## config.mk

```make
export PLATFORM = sky130hd
export DESIGN_NAME = process_ready_queue
export DESIGN_NICKNAME = d
export VERILOG_FILES = /design/src/rtl/core/prq_pkg.sv /design/src/rtl/core/prq_slot_ram.sv /design/src/rtl/core/process_ready_queue.sv
export SDC_FILE = /design/constraint.sdc
export NUM_CORES = 1
export LEC_CHECK = 0
export BUFFER_PORTS_ARGS = -buffer_cell sky130_fd_sc_hd__buf_4
export CAP_MARGIN = 40
export CORE_ASPECT_RATIO = 0.5
export CORE_MARGIN = 8
export CORE_UTILIZATION = 55
export CTS_BUF_LIST = sky130_fd_sc_hd__clkbuf_16
export DETAILED_ROUTE_END_ITERATION = 12
export GPL_TIMING_DRIVEN = 0
export PLACE_DENSITY = 0.69
export SYNTH_ARGS = -nofsm -noshare
export SYNTH_HDL_FRONTEND = slang
export SYNTH_HIERARCHICAL = 1
export SYNTH_SLANG_ARGS = --single-unit
```

## constraint.sdc

```tcl
create_clock -name i_clk -period 5.74 [get_ports i_clk]
set_input_delay 0 -clock i_clk [delete_from_list [all_inputs] [get_ports i_clk]]
set_output_delay 0 -clock i_clk [all_outputs]
set_load 0.005 [all_outputs]
```

## src/rtl/core/prq_pkg.sv

```systemverilog
`timescale 1ns / 1ps
// ----------------------------------------------------------------------------
// prq_pkg: shared types and codes for the process ready queue
// Field widths, operation and status codes, the entry record, the RAM
// command group and the sequencer state type.
// ----------------------------------------------------------------------------
package prq_pkg;

    // Field widths fixed by the beat format.
    localparam int KIND_W   = 3;
    localparam int HANDLE_W = 8;
    localparam int PID_W    = 15;
    localparam int STATUS_W = 2;

    // Operation codes carried in the kind field.
    localparam logic [KIND_W-1:0] KIND_ENQUEUE = 3'd0;
    localparam logic [KIND_W-1:0] KIND_DEQUEUE = 3'd1;
    localparam logic [KIND_W-1:0] KIND_PEEK    = 3'd2;
    localparam logic [KIND_W-1:0] KIND_REMOVE  = 3'd3;
    localparam logic [KIND_W-1:0] KIND_FIND    = 3'd4;

    // Status codes reported with every result.
    localparam logic [STATUS_W-1:0] ST_OK   = 2'd0;
    localparam logic [STATUS_W-1:0] ST_MISS = 2'd1;
    localparam logic [STATUS_W-1:0] ST_FULL = 2'd2;

    // One queue entry as held in the slot RAM.
    typedef struct packed {
        logic [HANDLE_W-1:0] handle;
        logic [PID_W-1:0]    pid;
    } t_entry;

    // Strobes from the sequencer to the slot RAM.
    typedef struct packed {
        logic wr_en;
        logic rd_en;
    } t_ram_cmd;

    // Sequencer states.
    typedef enum logic [2:0] {
        S_IDLE,
        S_HEAD_RES,
        S_SCAN_RD,
        S_SCAN_CMP,
        S_SHIFT_RD,
        S_SHIFT_WR,
        S_REPLY
    } t_state;

endpackage

```

## src/rtl/core/prq_slot_ram.sv

```systemverilog
`timescale 1ns / 1ps
// ----------------------------------------------------------------------------
// prq_slot_ram: entry storage for the process ready queue
// One write port and one read port; the read data is registered.
// ----------------------------------------------------------------------------
module prq_slot_ram #(
    parameter int QUEUE_DEPTH = 16,
    parameter int AW          = 4
) (
    input  logic              i_clk,
    input  prq_pkg::t_ram_cmd i_cmd,
    input  logic [AW-1:0]     i_wr_addr,
    input  prq_pkg::t_entry   i_wr_data,
    input  logic [AW-1:0]     i_rd_addr,
    output prq_pkg::t_entry   o_rd_data
);

    prq_pkg::t_entry r_mem [QUEUE_DEPTH];
    prq_pkg::t_entry r_rd_data;

    // Write port.
    always_ff @(posedge i_clk) begin
        if (i_cmd.wr_en) begin
            r_mem[i_wr_addr] <= i_wr_data;
        end
    end

    // Registered read port.
    always_ff @(posedge i_clk) begin
        if (i_cmd.rd_en) begin
            r_rd_data <= r_mem[i_rd_addr];
        end
    end

    assign o_rd_data = r_rd_data;

endmodule

```

## src/rtl/core/process_ready_queue.sv

```systemverilog
`timescale 1ns / 1ps
// Enqueue and unused kinds go straight to the reply; dequeue and peek on a non-empty list
// first read the head slot; find reads and compares each entry in turn, and remove does the
// same and then moves each later entry down by a read and a write. One operation is in work
// at a time: a new request beat is taken only once the sequencer is back in idle, after the
// last reply has been loaded into the output register.
// Synchronous active-low reset empties the queue; no clearing pass is needed.
// ----------------------------------------------------------------------------
// process_ready_queue: bounded FIFO ready list with remove and search
// Circular buffer in a slot RAM with head pointer and entry count. A small
// sequencer walks the RAM for find and remove and closes the gap after a
// removal by moving later entries down one slot at a time.
// ----------------------------------------------------------------------------
module process_ready_queue #(
    parameter int QUEUE_DEPTH = 16
) (
    input  logic                                i_clk,
    input  logic                                i_rst_n,
    // Request channel.
    input  logic                                i_in_valid,
    output logic                                o_in_stall,
    input  logic [prq_pkg::KIND_W-1:0]          i_kind,
    input  logic [prq_pkg::HANDLE_W-1:0]        i_item_handle,
    input  logic [prq_pkg::PID_W-1:0]           i_process_id,
    // Result channel.
    output logic                                o_out_valid,
    input  logic                                i_out_stall,
    output logic [prq_pkg::STATUS_W-1:0]        o_status,
    output logic [prq_pkg::HANDLE_W-1:0]        o_result_handle,
    output logic [prq_pkg::PID_W-1:0]           o_result_pid,
    output logic [$clog2(QUEUE_DEPTH+1)-1:0]    o_entry_count,
    output logic                                o_is_empty
);

    localparam int AW = (QUEUE_DEPTH > 1) ? $clog2(QUEUE_DEPTH) : 1;
    localparam int CW = $clog2(QUEUE_DEPTH + 1);
    localparam int SW = AW + 1;

    localparam logic [AW-1:0] LAST_SLOT = AW'(QUEUE_DEPTH - 1);
    localparam logic [CW-1:0] FULL_CNT  = CW'(QUEUE_DEPTH);
    localparam logic [SW-1:0] DEPTH_SUM = SW'(QUEUE_DEPTH);

    // Control registers.
    prq_pkg::t_state r_state, n_state;
    logic [AW-1:0]   r_head, n_head;
    logic [CW-1:0]   r_count, n_count;
    logic            r_out_valid, n_out_valid;

    // Operation and walk registers.
    logic [prq_pkg::KIND_W-1:0]   r_kind, n_kind;
    logic [prq_pkg::HANDLE_W-1:0] r_handle, n_handle;
    logic [prq_pkg::PID_W-1:0]    r_pid, n_pid;
    logic [AW-1:0]                r_ptr, n_ptr;
    logic [CW-1:0]                r_idx, n_idx;

    // Pending result and output registers.
    logic [prq_pkg::STATUS_W-1:0] r_status, n_status;
    prq_pkg::t_entry              r_res, n_res;
    logic [prq_pkg::STATUS_W-1:0] r_out_status, n_out_status;
    prq_pkg::t_entry              r_out_res, n_out_res;
    logic [CW-1:0]                r_out_count, n_out_count;

    // RAM connections.
    prq_pkg::t_ram_cmd ram_cmd;
    logic [AW-1:0]     ram_wr_addr;
    prq_pkg::t_entry   ram_wr_data;
    logic [AW-1:0]     ram_rd_addr;
    prq_pkg::t_entry   ram_rd_data;

    logic              in_beat;
    logic              out_free;
    logic              is_full;
    logic              walk_done;
    logic              hit;
    logic [SW-1:0]     tail_sum;
    logic [AW-1:0]     tail;
    logic [AW-1:0]     ptr_next;
    prq_pkg::t_entry   in_entry;

    function automatic logic [AW-1:0] slot_inc(input logic [AW-1:0] p);
        return (p == LAST_SLOT) ? '0 : p + AW'(1);
    endfunction

    prq_slot_ram #(
        .QUEUE_DEPTH (QUEUE_DEPTH),
        .AW          (AW)
    ) u_slot_ram (
        .i_clk     (i_clk),
        .i_cmd     (ram_cmd),
        .i_wr_addr (ram_wr_addr),
        .i_wr_data (ram_wr_data),
        .i_rd_addr (ram_rd_addr),
        .o_rd_data (ram_rd_data)
    );

    // Handshake and shared compare terms.
    assign o_in_stall = (r_state != prq_pkg::S_IDLE);
    assign in_beat    = i_in_valid && !o_in_stall;
    assign out_free   = !r_out_valid || !i_out_stall;
    assign is_full    = (r_count == FULL_CNT);
    assign walk_done  = (r_idx == r_count);
    assign ptr_next   = slot_inc(r_ptr);
    assign in_entry   = '{handle: i_item_handle, pid: i_process_id};
    assign hit        = (r_kind == prq_pkg::KIND_REMOVE)
                        ? (ram_rd_data.handle == r_handle)
                        : (ram_rd_data.pid == r_pid);

    // Tail slot: head plus count, wrapped once.
    assign tail_sum = {1'b0, r_head} + SW'(r_count);
    always_comb begin
        if (tail_sum >= DEPTH_SUM) begin
            tail = AW'(tail_sum - DEPTH_SUM);
        end else begin
            tail = tail_sum[AW-1:0];
        end
    end

    // Next-state logic of the sequencer.
    always_comb begin
        n_state = r_state;
        unique case (r_state)
            prq_pkg::S_IDLE: begin
                if (in_beat) begin
                    unique case (i_kind) inside
                        prq_pkg::KIND_DEQUEUE, prq_pkg::KIND_PEEK: begin
                            n_state = (r_count == '0) ? prq_pkg::S_REPLY
                                                      : prq_pkg::S_HEAD_RES;
                        end
                        prq_pkg::KIND_REMOVE, prq_pkg::KIND_FIND: begin
                            n_state = prq_pkg::S_SCAN_RD;
                        end
                        default: begin
                            n_state = prq_pkg::S_REPLY;
                        end
                    endcase
                end
            end
            prq_pkg::S_HEAD_RES: begin
                n_state = prq_pkg::S_REPLY;
            end
            prq_pkg::S_SCAN_RD: begin
                n_state = walk_done ? prq_pkg::S_REPLY : prq_pkg::S_SCAN_CMP;
            end
            prq_pkg::S_SCAN_CMP: begin
                if (!hit) begin
                    n_state = prq_pkg::S_SCAN_RD;
                end else if (r_kind == prq_pkg::KIND_REMOVE) begin
                    n_state = prq_pkg::S_SHIFT_RD;
                end else begin
                    n_state = prq_pkg::S_REPLY;
                end
            end
            prq_pkg::S_SHIFT_RD: begin
                n_state = walk_done ? prq_pkg::S_REPLY : prq_pkg::S_SHIFT_WR;
            end
            prq_pkg::S_SHIFT_WR: begin
                n_state = prq_pkg::S_SHIFT_RD;
            end
            prq_pkg::S_REPLY: begin
                n_state = out_free ? prq_pkg::S_IDLE : prq_pkg::S_REPLY;
            end
            default: begin
                n_state = prq_pkg::S_IDLE;
            end
        endcase
    end

    // Datapath, RAM strobes and result registers per state.
    always_comb begin
        n_head       = r_head;
        n_count      = r_count;
        n_kind       = r_kind;
        n_handle     = r_handle;
        n_pid        = r_pid;
        n_ptr        = r_ptr;
        n_idx        = r_idx;
        n_status     = r_status;
        n_res        = r_res;
        n_out_status = r_out_status;
        n_out_res    = r_out_res;
        n_out_count  = r_out_count;
        n_out_valid  = r_out_valid && i_out_stall;
        ram_cmd      = '{wr_en: 1'b0, rd_en: 1'b0};
        ram_wr_addr  = r_ptr;
        ram_wr_data  = ram_rd_data;
        ram_rd_addr  = r_ptr;

        unique case (r_state)
            prq_pkg::S_IDLE: begin
                if (in_beat) begin
                    n_kind   = i_kind;
                    n_handle = i_item_handle;
                    n_pid    = i_process_id;
                    n_ptr    = r_head;
                    n_idx    = '0;
                    n_status = prq_pkg::ST_OK;
                    n_res    = '0;
                    unique case (i_kind) inside
                        prq_pkg::KIND_ENQUEUE: begin
                            if (is_full) begin
                                n_status = prq_pkg::ST_FULL;
                            end else begin
                                ram_cmd.wr_en = 1'b1;
                                ram_wr_addr   = tail;
                                ram_wr_data   = in_entry;
                                n_count       = r_count + CW'(1);
                            end
                        end
                        prq_pkg::KIND_DEQUEUE, prq_pkg::KIND_PEEK: begin
                            if (r_count == '0) begin
                                n_status = prq_pkg::ST_MISS;
                            end else begin
                                ram_cmd.rd_en = 1'b1;
                                ram_rd_addr   = r_head;
                            end
                        end
                        default: begin
                        end
                    endcase
                end
            end
            prq_pkg::S_HEAD_RES: begin
                n_res = ram_rd_data;
                if (r_kind == prq_pkg::KIND_DEQUEUE) begin
                    n_head  = slot_inc(r_head);
                    n_count = r_count - CW'(1);
                end
            end
            prq_pkg::S_SCAN_RD: begin
                if (walk_done) begin
                    n_status = prq_pkg::ST_MISS;
                end else begin
                    ram_cmd.rd_en = 1'b1;
                end
            end
            prq_pkg::S_SCAN_CMP: begin
                // On a hit the pointer stays on the slot that is freed.
                n_idx = r_idx + CW'(1);
                if (!hit) begin
                    n_ptr = ptr_next;
                end else if (r_kind == prq_pkg::KIND_FIND) begin
                    n_res = ram_rd_data;
                end
            end
            prq_pkg::S_SHIFT_RD: begin
                if (walk_done) begin
                    n_count = r_count - CW'(1);
                end else begin
                    ram_cmd.rd_en = 1'b1;
                    ram_rd_addr   = ptr_next;
                end
            end
            prq_pkg::S_SHIFT_WR: begin
                // Move the later entry down into the gap.
                ram_cmd.wr_en = 1'b1;
                n_ptr         = ptr_next;
                n_idx         = r_idx + CW'(1);
            end
            prq_pkg::S_REPLY: begin
                if (out_free) begin
                    n_out_valid  = 1'b1;
                    n_out_status = r_status;
                    n_out_res    = r_res;
                    n_out_count  = r_count;
                end
            end
            default: begin
            end
        endcase
    end

    // Control registers.
    always_ff @(posedge i_clk) begin
        if (!i_rst_n) begin
            r_state     <= prq_pkg::S_IDLE;
            r_head      <= '0;
            r_count     <= '0;
            r_out_valid <= 1'b0;
        end else begin
            r_state     <= n_state;
            r_head      <= n_head;
            r_count     <= n_count;
            r_out_valid <= n_out_valid;
        end
    end

    // Payload registers.
    always_ff @(posedge i_clk) begin
        r_kind       <= n_kind;
        r_handle     <= n_handle;
        r_pid        <= n_pid;
        r_ptr        <= n_ptr;
        r_idx        <= n_idx;
        r_status     <= n_status;
        r_res        <= n_res;
        r_out_status <= n_out_status;
        r_out_res    <= n_out_res;
        r_out_count  <= n_out_count;
    end

    assign o_out_valid     = r_out_valid;
    assign o_status        = r_out_status;
    assign o_result_handle = r_out_res.handle;
    assign o_result_pid    = r_out_res.pid;
    assign o_entry_count   = r_out_count;
    assign o_is_empty      = (r_out_count == '0);

endmodule

```

* Word level (Yosys, flattened, before mapping)
Memory sizes are Yosys's and may differ from the RTL's. A register that Yosys moved wholly into a read port is not among the register bits.
Cells that the tools add are included.
W data, S select, Z words.
** Operators by class
- $lt $le $gt $ge :: 1
- Eq/ne operators :: 28
- Muxes and demuxes :: 59
- Reduce and logical (&&, ||, !) cells :: 28
- Add/sub/neg operators :: 7
** Operators with widths (number)
- $mux W23 :: 7
- $pmux W23 S3 :: 1
- $mux W4 :: 13
- $mux W5 :: 6
- $pmux W3 S7 :: 1
- $ne A2 B2 Y1 const B :: 9
- $eq A15 B15 Y1 :: 1
- $eq A3 B2 Y1 const B :: 5
- $eq A3 B3 Y1 const B :: 5
- $mux W3 :: 5
- $pmux W5 S3 :: 1
- $mux W2 :: 6
- $pmux W4 S3 :: 1
- $reduce_bool A3 Y1 :: 4
- $mux W1 :: 11
- $add A5 B1 Y5 const B :: 2
- $logic_not A5 Y1 :: 2
- $pmux W5 S2 :: 1
- $eq A3 B1 Y1 const B :: 3
- $add A4 B1 Y4 const B :: 2
- $eq A4 B4 Y1 const B :: 2
- $eq A8 B8 Y1 :: 1
- $pmux W2 S2 :: 2
- $pmux W4 S2 :: 1
- other kinds (18) :: 31
** Word-level totals
- RAM bits :: 368
- Bits in registers :: 103
- Memories :: 1
- Output and inout port bits :: 33
- Bits of input ports :: 30
** Memory list
- u_slot_ram.r_mem :: words 16, width 23, read ports 1, clocked after memory_dff 1, wr ports 1, line prq_slot_ram.sv:18 : prq_pkg::t_entry r_mem [QUEUE_DEPTH];

* Depth between registers and ports, before layout
- Word-level depth :: 7
- Mapped depth :: 11
- Gate-level depth less buffers :: 9

* Hierarchy
Netlist, hierarchy kept.
** By module, submodules not included
- prq_slot_ram :: area each 14538.9 sq um, instances 1, cells each 608
- process_ready_queue :: area each 4864.7 sq um, instances 1, cells each 377

* Worst setup path after synthesis
OpenSTA, ideal clock, no wires.
- Kind :: flip-flop to flip-flop
- From :: register r_state[0]
- To :: memory u_slot_ram/r_mem[0][0] in the netlist's numbering, enable pin
- Slack :: 1097 ps
- Cell stages (with the launch flop) :: 9
- Data arrival time :: 4211 ps
- Required time :: 5308 ps
- Setup time :: 432 ps
- Clock period less this slack :: 4643 ps
- Buffers on the path :: 1
- Cell sequence :: dfxtp_1 nor3_1 nand2_1 inv_1 and3_1 buf_2 mux2_2 or3b_2 nor3_1
** Between the ends
- Elaborated cells on any way between the ends :: 11
- Classes of those cells :: eq/ne: 1; mux: 6; reduce/logical: 4
** RTL lines
- start, declared :: line process_ready_queue.sv:44 : prq_pkg::t_state r_state, n_state;
- start signal, assigned :: line process_ready_queue.sv:275 : r_state <= prq_pkg::S_IDLE;
- start signal, assigned :: line process_ready_queue.sv:280 : r_state <= n_state;
- $reduce_bool A3 Y1 :: line process_ready_queue.sv:97 : assign o_in_stall = (r_state != prq_pkg::S_IDLE);
- $logic_not A1 Y1 :: line process_ready_queue.sv:98 : assign in_beat = i_in_valid && !o_in_stall;
- $logic_and A1 B1 Y1 :: line process_ready_queue.sv:98
- $mux W4 :: line process_ready_queue.sv:190 : if (in_beat) begin
- $mux W4 (*) :: line process_ready_queue.sv:188 : unique case (r_state)
- net ram_wr_addr[2] :: line process_ready_queue.sv:65 : logic [AW-1:0] ram_wr_addr;
- end, declared :: line prq_slot_ram.sv:18
The timed path passes the listed nets; every way through them passes the cells marked *.

* Worst setup path after layout
- From :: register r_state[0]
- To :: memory u_slot_ram/r_mem[15][10] in the netlist's numbering, enable pin
The elaborated chain is that of the path after synthesis.

==> metrics.md <==
| Metric | Value |
|---|---|
| Compound-Gate Fraction of Synth Area | `0.0350` |
| CP max-delay cell | `nor2_4` |
| Vias in the first global route | `10052` |
| CTS tree | `yes` |
| Worst-Margin Slew | `0.891 ns` |
| Clock Sinks | `494` |
| Grt ovf | `0` |
| ANT nets after route | `0` |
| Status | `finished clean` |
| Die X | `282 µm` |
| CP Max Fanout | `13` |
| Nets | `1196` |
| Core Area | `0.0346 mm²` |
| Crit path cell chain | `nor3_1 > nand2_1 > inv_1 > and3_1 > buf_2 > nor2_1 > a21oi_1 > nand2_1 > nor2_4 > buf_16` |
| CP dominant cell by count | `nand2_1` |
| Syn Std Cell Area | `0.0194 mm²` |
| # resized after CTS | `0` |
| Clock Tree Buf Depth | `3` |
| Startpoint Class | `register` |
| CP required | `6.00 ns` |
| Drt drc | `0` |
| Synth Flop Type | `edfxtp_1` |
| RSZ-0062 raised after global routing | `no` |
| Ys async rst share | `0` |
| Yosys warns | `6` |
| Setup repair bufs after CTS | `0` |
| Worst Skew | `0.0208 ns` |
| Gpl congestion | `0.850` |
| Slew Limit Fails | `0` |
| Avg WL per Cell | `26.4 µm` |
| Post-DR vias/cell | `6.01` |
| Buf+Inv Stages, Crit Path | `3` |
| Peak VDD IR | `0.270 mV` |
| Synth top area share | `0.744` |
| Synth unique cells | `55` |
| Synth Area in Simple Gates | `0.0427` |
| Final WS setup | `1.49 ns` |
| Pwr Density | `523 mW/mm²` |
| Initial DRC count | `1308` |
| Clock Pin Slew Worst Setup and Hold Paths | `0.06 ns` |
| Largest stage delay on the critical path | `0.67 ns` |
| Leakage | `7.49 nW` |
| Dpl ws | `1.57 ns` |
| Routed WL | `44000 µm` |
| Initial Util | `0.561` |
| Commonest non-fill, non-tap cell in the layout | `edfxtp_1` |
| Minimum clock period | `4.25 ns` |
| Relative slew slack | `0.406` |
| Setup TNS Final | `0 ns` |
| Hold_ws | `0.178 ns` |
| Setup violations, final | `0` |
| Largest cells by area after synthesis | `edfxtp_1, mux4_2, a22oi_1` |
| Count of state elements after synthesis | `494` |
| Layout cells sized above 1 | `0.261` |
| Worst path arrival time | `4.51 ns` |
| Largest family of logic cells by synthesized area | `multiplexers` |
| IO buf count | `62` |
| Num rows | `48` |
| Number of CTS-inserted buffers | `43` |
| First-pass GRT wire length | `64700 µm` |
| Synth-to-layout area growth | `17.1%` |
| Commonest non-fill, non-tap cells in the layout | `edfxtp_1, mux4_2, buf_4` |
| Clock root cell | `clkbuf_16` |
| Mapped Cells | `985` |
| EDFF count, synth | `481` |
| Post-CTS Hold Fix Bufs | `29` |
| Initial antenna violation count | `2` |
| Die span in y | `149 µm` |
| Delay-heaviest family, CP | `simple AND/OR/NAND/NOR gates` |
| Max Clk Rate | `236 MHz` |
| CTS H-tree lvls | `2` |
| Post-Synth XOR/XNOR Area | `0.0185` |
| Period utilization | `0.740` |
| PnR Total Power | `11.9 mW` |
| Vias | `10010` |
| Post-Synth Adder-Cell Area | `0.00787` |
| Overall Global Routing Usage | `0.211` |
| Crit Path Class | `register to register` |
| Die ar. | `0.0419 mm²` |
| Drt first pass iters | `5` |
| Detailed placement HPWL | `29900 µm` |
| Avg Synthesized Cell Area | `19.7 µm²` |
| Mux share of post-synthesis cell area | `0.125` |
| Dominant cell type by area after synthesis | `edfxtp_1` |
| Largest net degree at the start of global routing | `19` |
| Clk_lat worst skew | `0.55 ns` |
| Final Hold Violating Endpoints | `0` |
| Sequential fraction of the synthesis area | `0.758` |
| Max cap viols | `0` |
| Top Ports | `63` |
| Post-layout util | `0.657` |
| Worst hold path type | `primary input to register` |
| Syn nets | `1026` |
| CP endpoint kind | `register` |
sequential cells by signal, indices dropped and copies added, names as in the netlist:
name,count
r_head,4
r_count,5
r_ptr,4
u_slot_ram/r_mem,368
o_status,2
o_out_valid,1
r_res,23
o_result_pid,15
r_pid,15
r_kind,3
r_handle,8
r_status,2
r_state,3
o_entry_count,5
r_idx,5
o_result_handle,8
u_slot_ram/o_rd_data,23
synth_stat cells, types with 3 or more instances:
cell type  instances
xor2_1            21
buf_2              7
buf_1              7
nand3_1           11
inv_1             12
o211ai_1           5
a211oi_1           3
a21oi_1            8
o22ai_1            3
nor3_1             8
ha_1               9
nand2b_1           6
nor2_1            32
buf_6              4
o21ai_0           12
edfxtp_1         481
mux4_2            92
mux2i_1            7
clkbuf_1          16
or4_1              3
and2_1            28
mux2_2            24
nor2b_1            4
xnor2_1           20
a22oi_1           46
buf_4              6
a21o_1             3
nand2_1           57
nor4_1             3
dfxtp_1           13
power breakdown:
| group | leakage [nW] | switching, mW | internal (mW) |
|---|---|---|---|
| registers | 4.49 | 0.273 | 4.92 |
| clock network | 0.661 | 1.23 | 1.41 |
| logic | 2.34 | 2.38 | 1.66 |
layout make-up:
class | instances | area (µm²)
Clock inverter | 35 | 185
Inverter | 12 | 45.0
Fill cell | 2298 | 11900
Antenna cell | 3 | 7.51
Buffer | 40 | 211
Sequential cell | 494 | 14700
Clock buffer | 43 | 1080
Multi-Input combinational cell | 439 | 4570
Timing Repair Buffer | 125 | 1330
Tap cell | 475 | 594
layer usage:
| layer | vias to the layer above | routed length (µm) | global-route usage |
|---|---|---|---|
| li1 | 4330 | - | - |
| met1 | 5144 | 18400 | 0.306 |
| met2 | 479 | 20200 | 0.329 |
| met3 | 57 | 4580 | 0.0476 |
| met4 | 0 | 772 | 0.0486 |
| met5 | - | 0 | 0 |
path summary, 6_finish.rpt:
kind | startpoint | end | slack, ns | cells past startpoint
worst min register to register | r_res[13] | o_result_pid[13] | 0.42 | 0
worst max register to register | r_state[0] | u_slot_ram/r_mem[15][10] | 1.49 | 10
worst max-delay path | r_state[0] | u_slot_ram/r_mem[15][10] | 1.49 | 10
worst min-delay path | i_process_id[2] | r_pid[2] | 0.18 | 2
stage by stage:
stage / instance area, µm² / instances
floorplan: 19400 / 985
global placement: 20500 / 1522
detailed placement: 21200 / 1555
CTS: 22700 / 1662
global route: 22700 / 1663
finish: 22700 / 1666
cell families (layout without fill, tap and decap cells):
kind of cell,Yosys count,after routing
other,0,3
AND/OR/NAND/NOR,167,167
AO/OA/AOI/OAI,96,96
flip-flops,494,494
multiplexers,124,124
XOR/XNOR,41,41
adder cells (fa/ha/maj),11,11
buffers and inverters,52,255
worst register-to-register path: cells and delay by family (launching register included):
kind | cells | cell delay, ns
AO/OA/AOI/OAI | 1 | 0.57
flip-flops | 1 | 0.36
buffers and inverters | 3 | 1.05
AND/OR/NAND/NOR | 6 | 1.97
(Power assumes the default switching activity.)
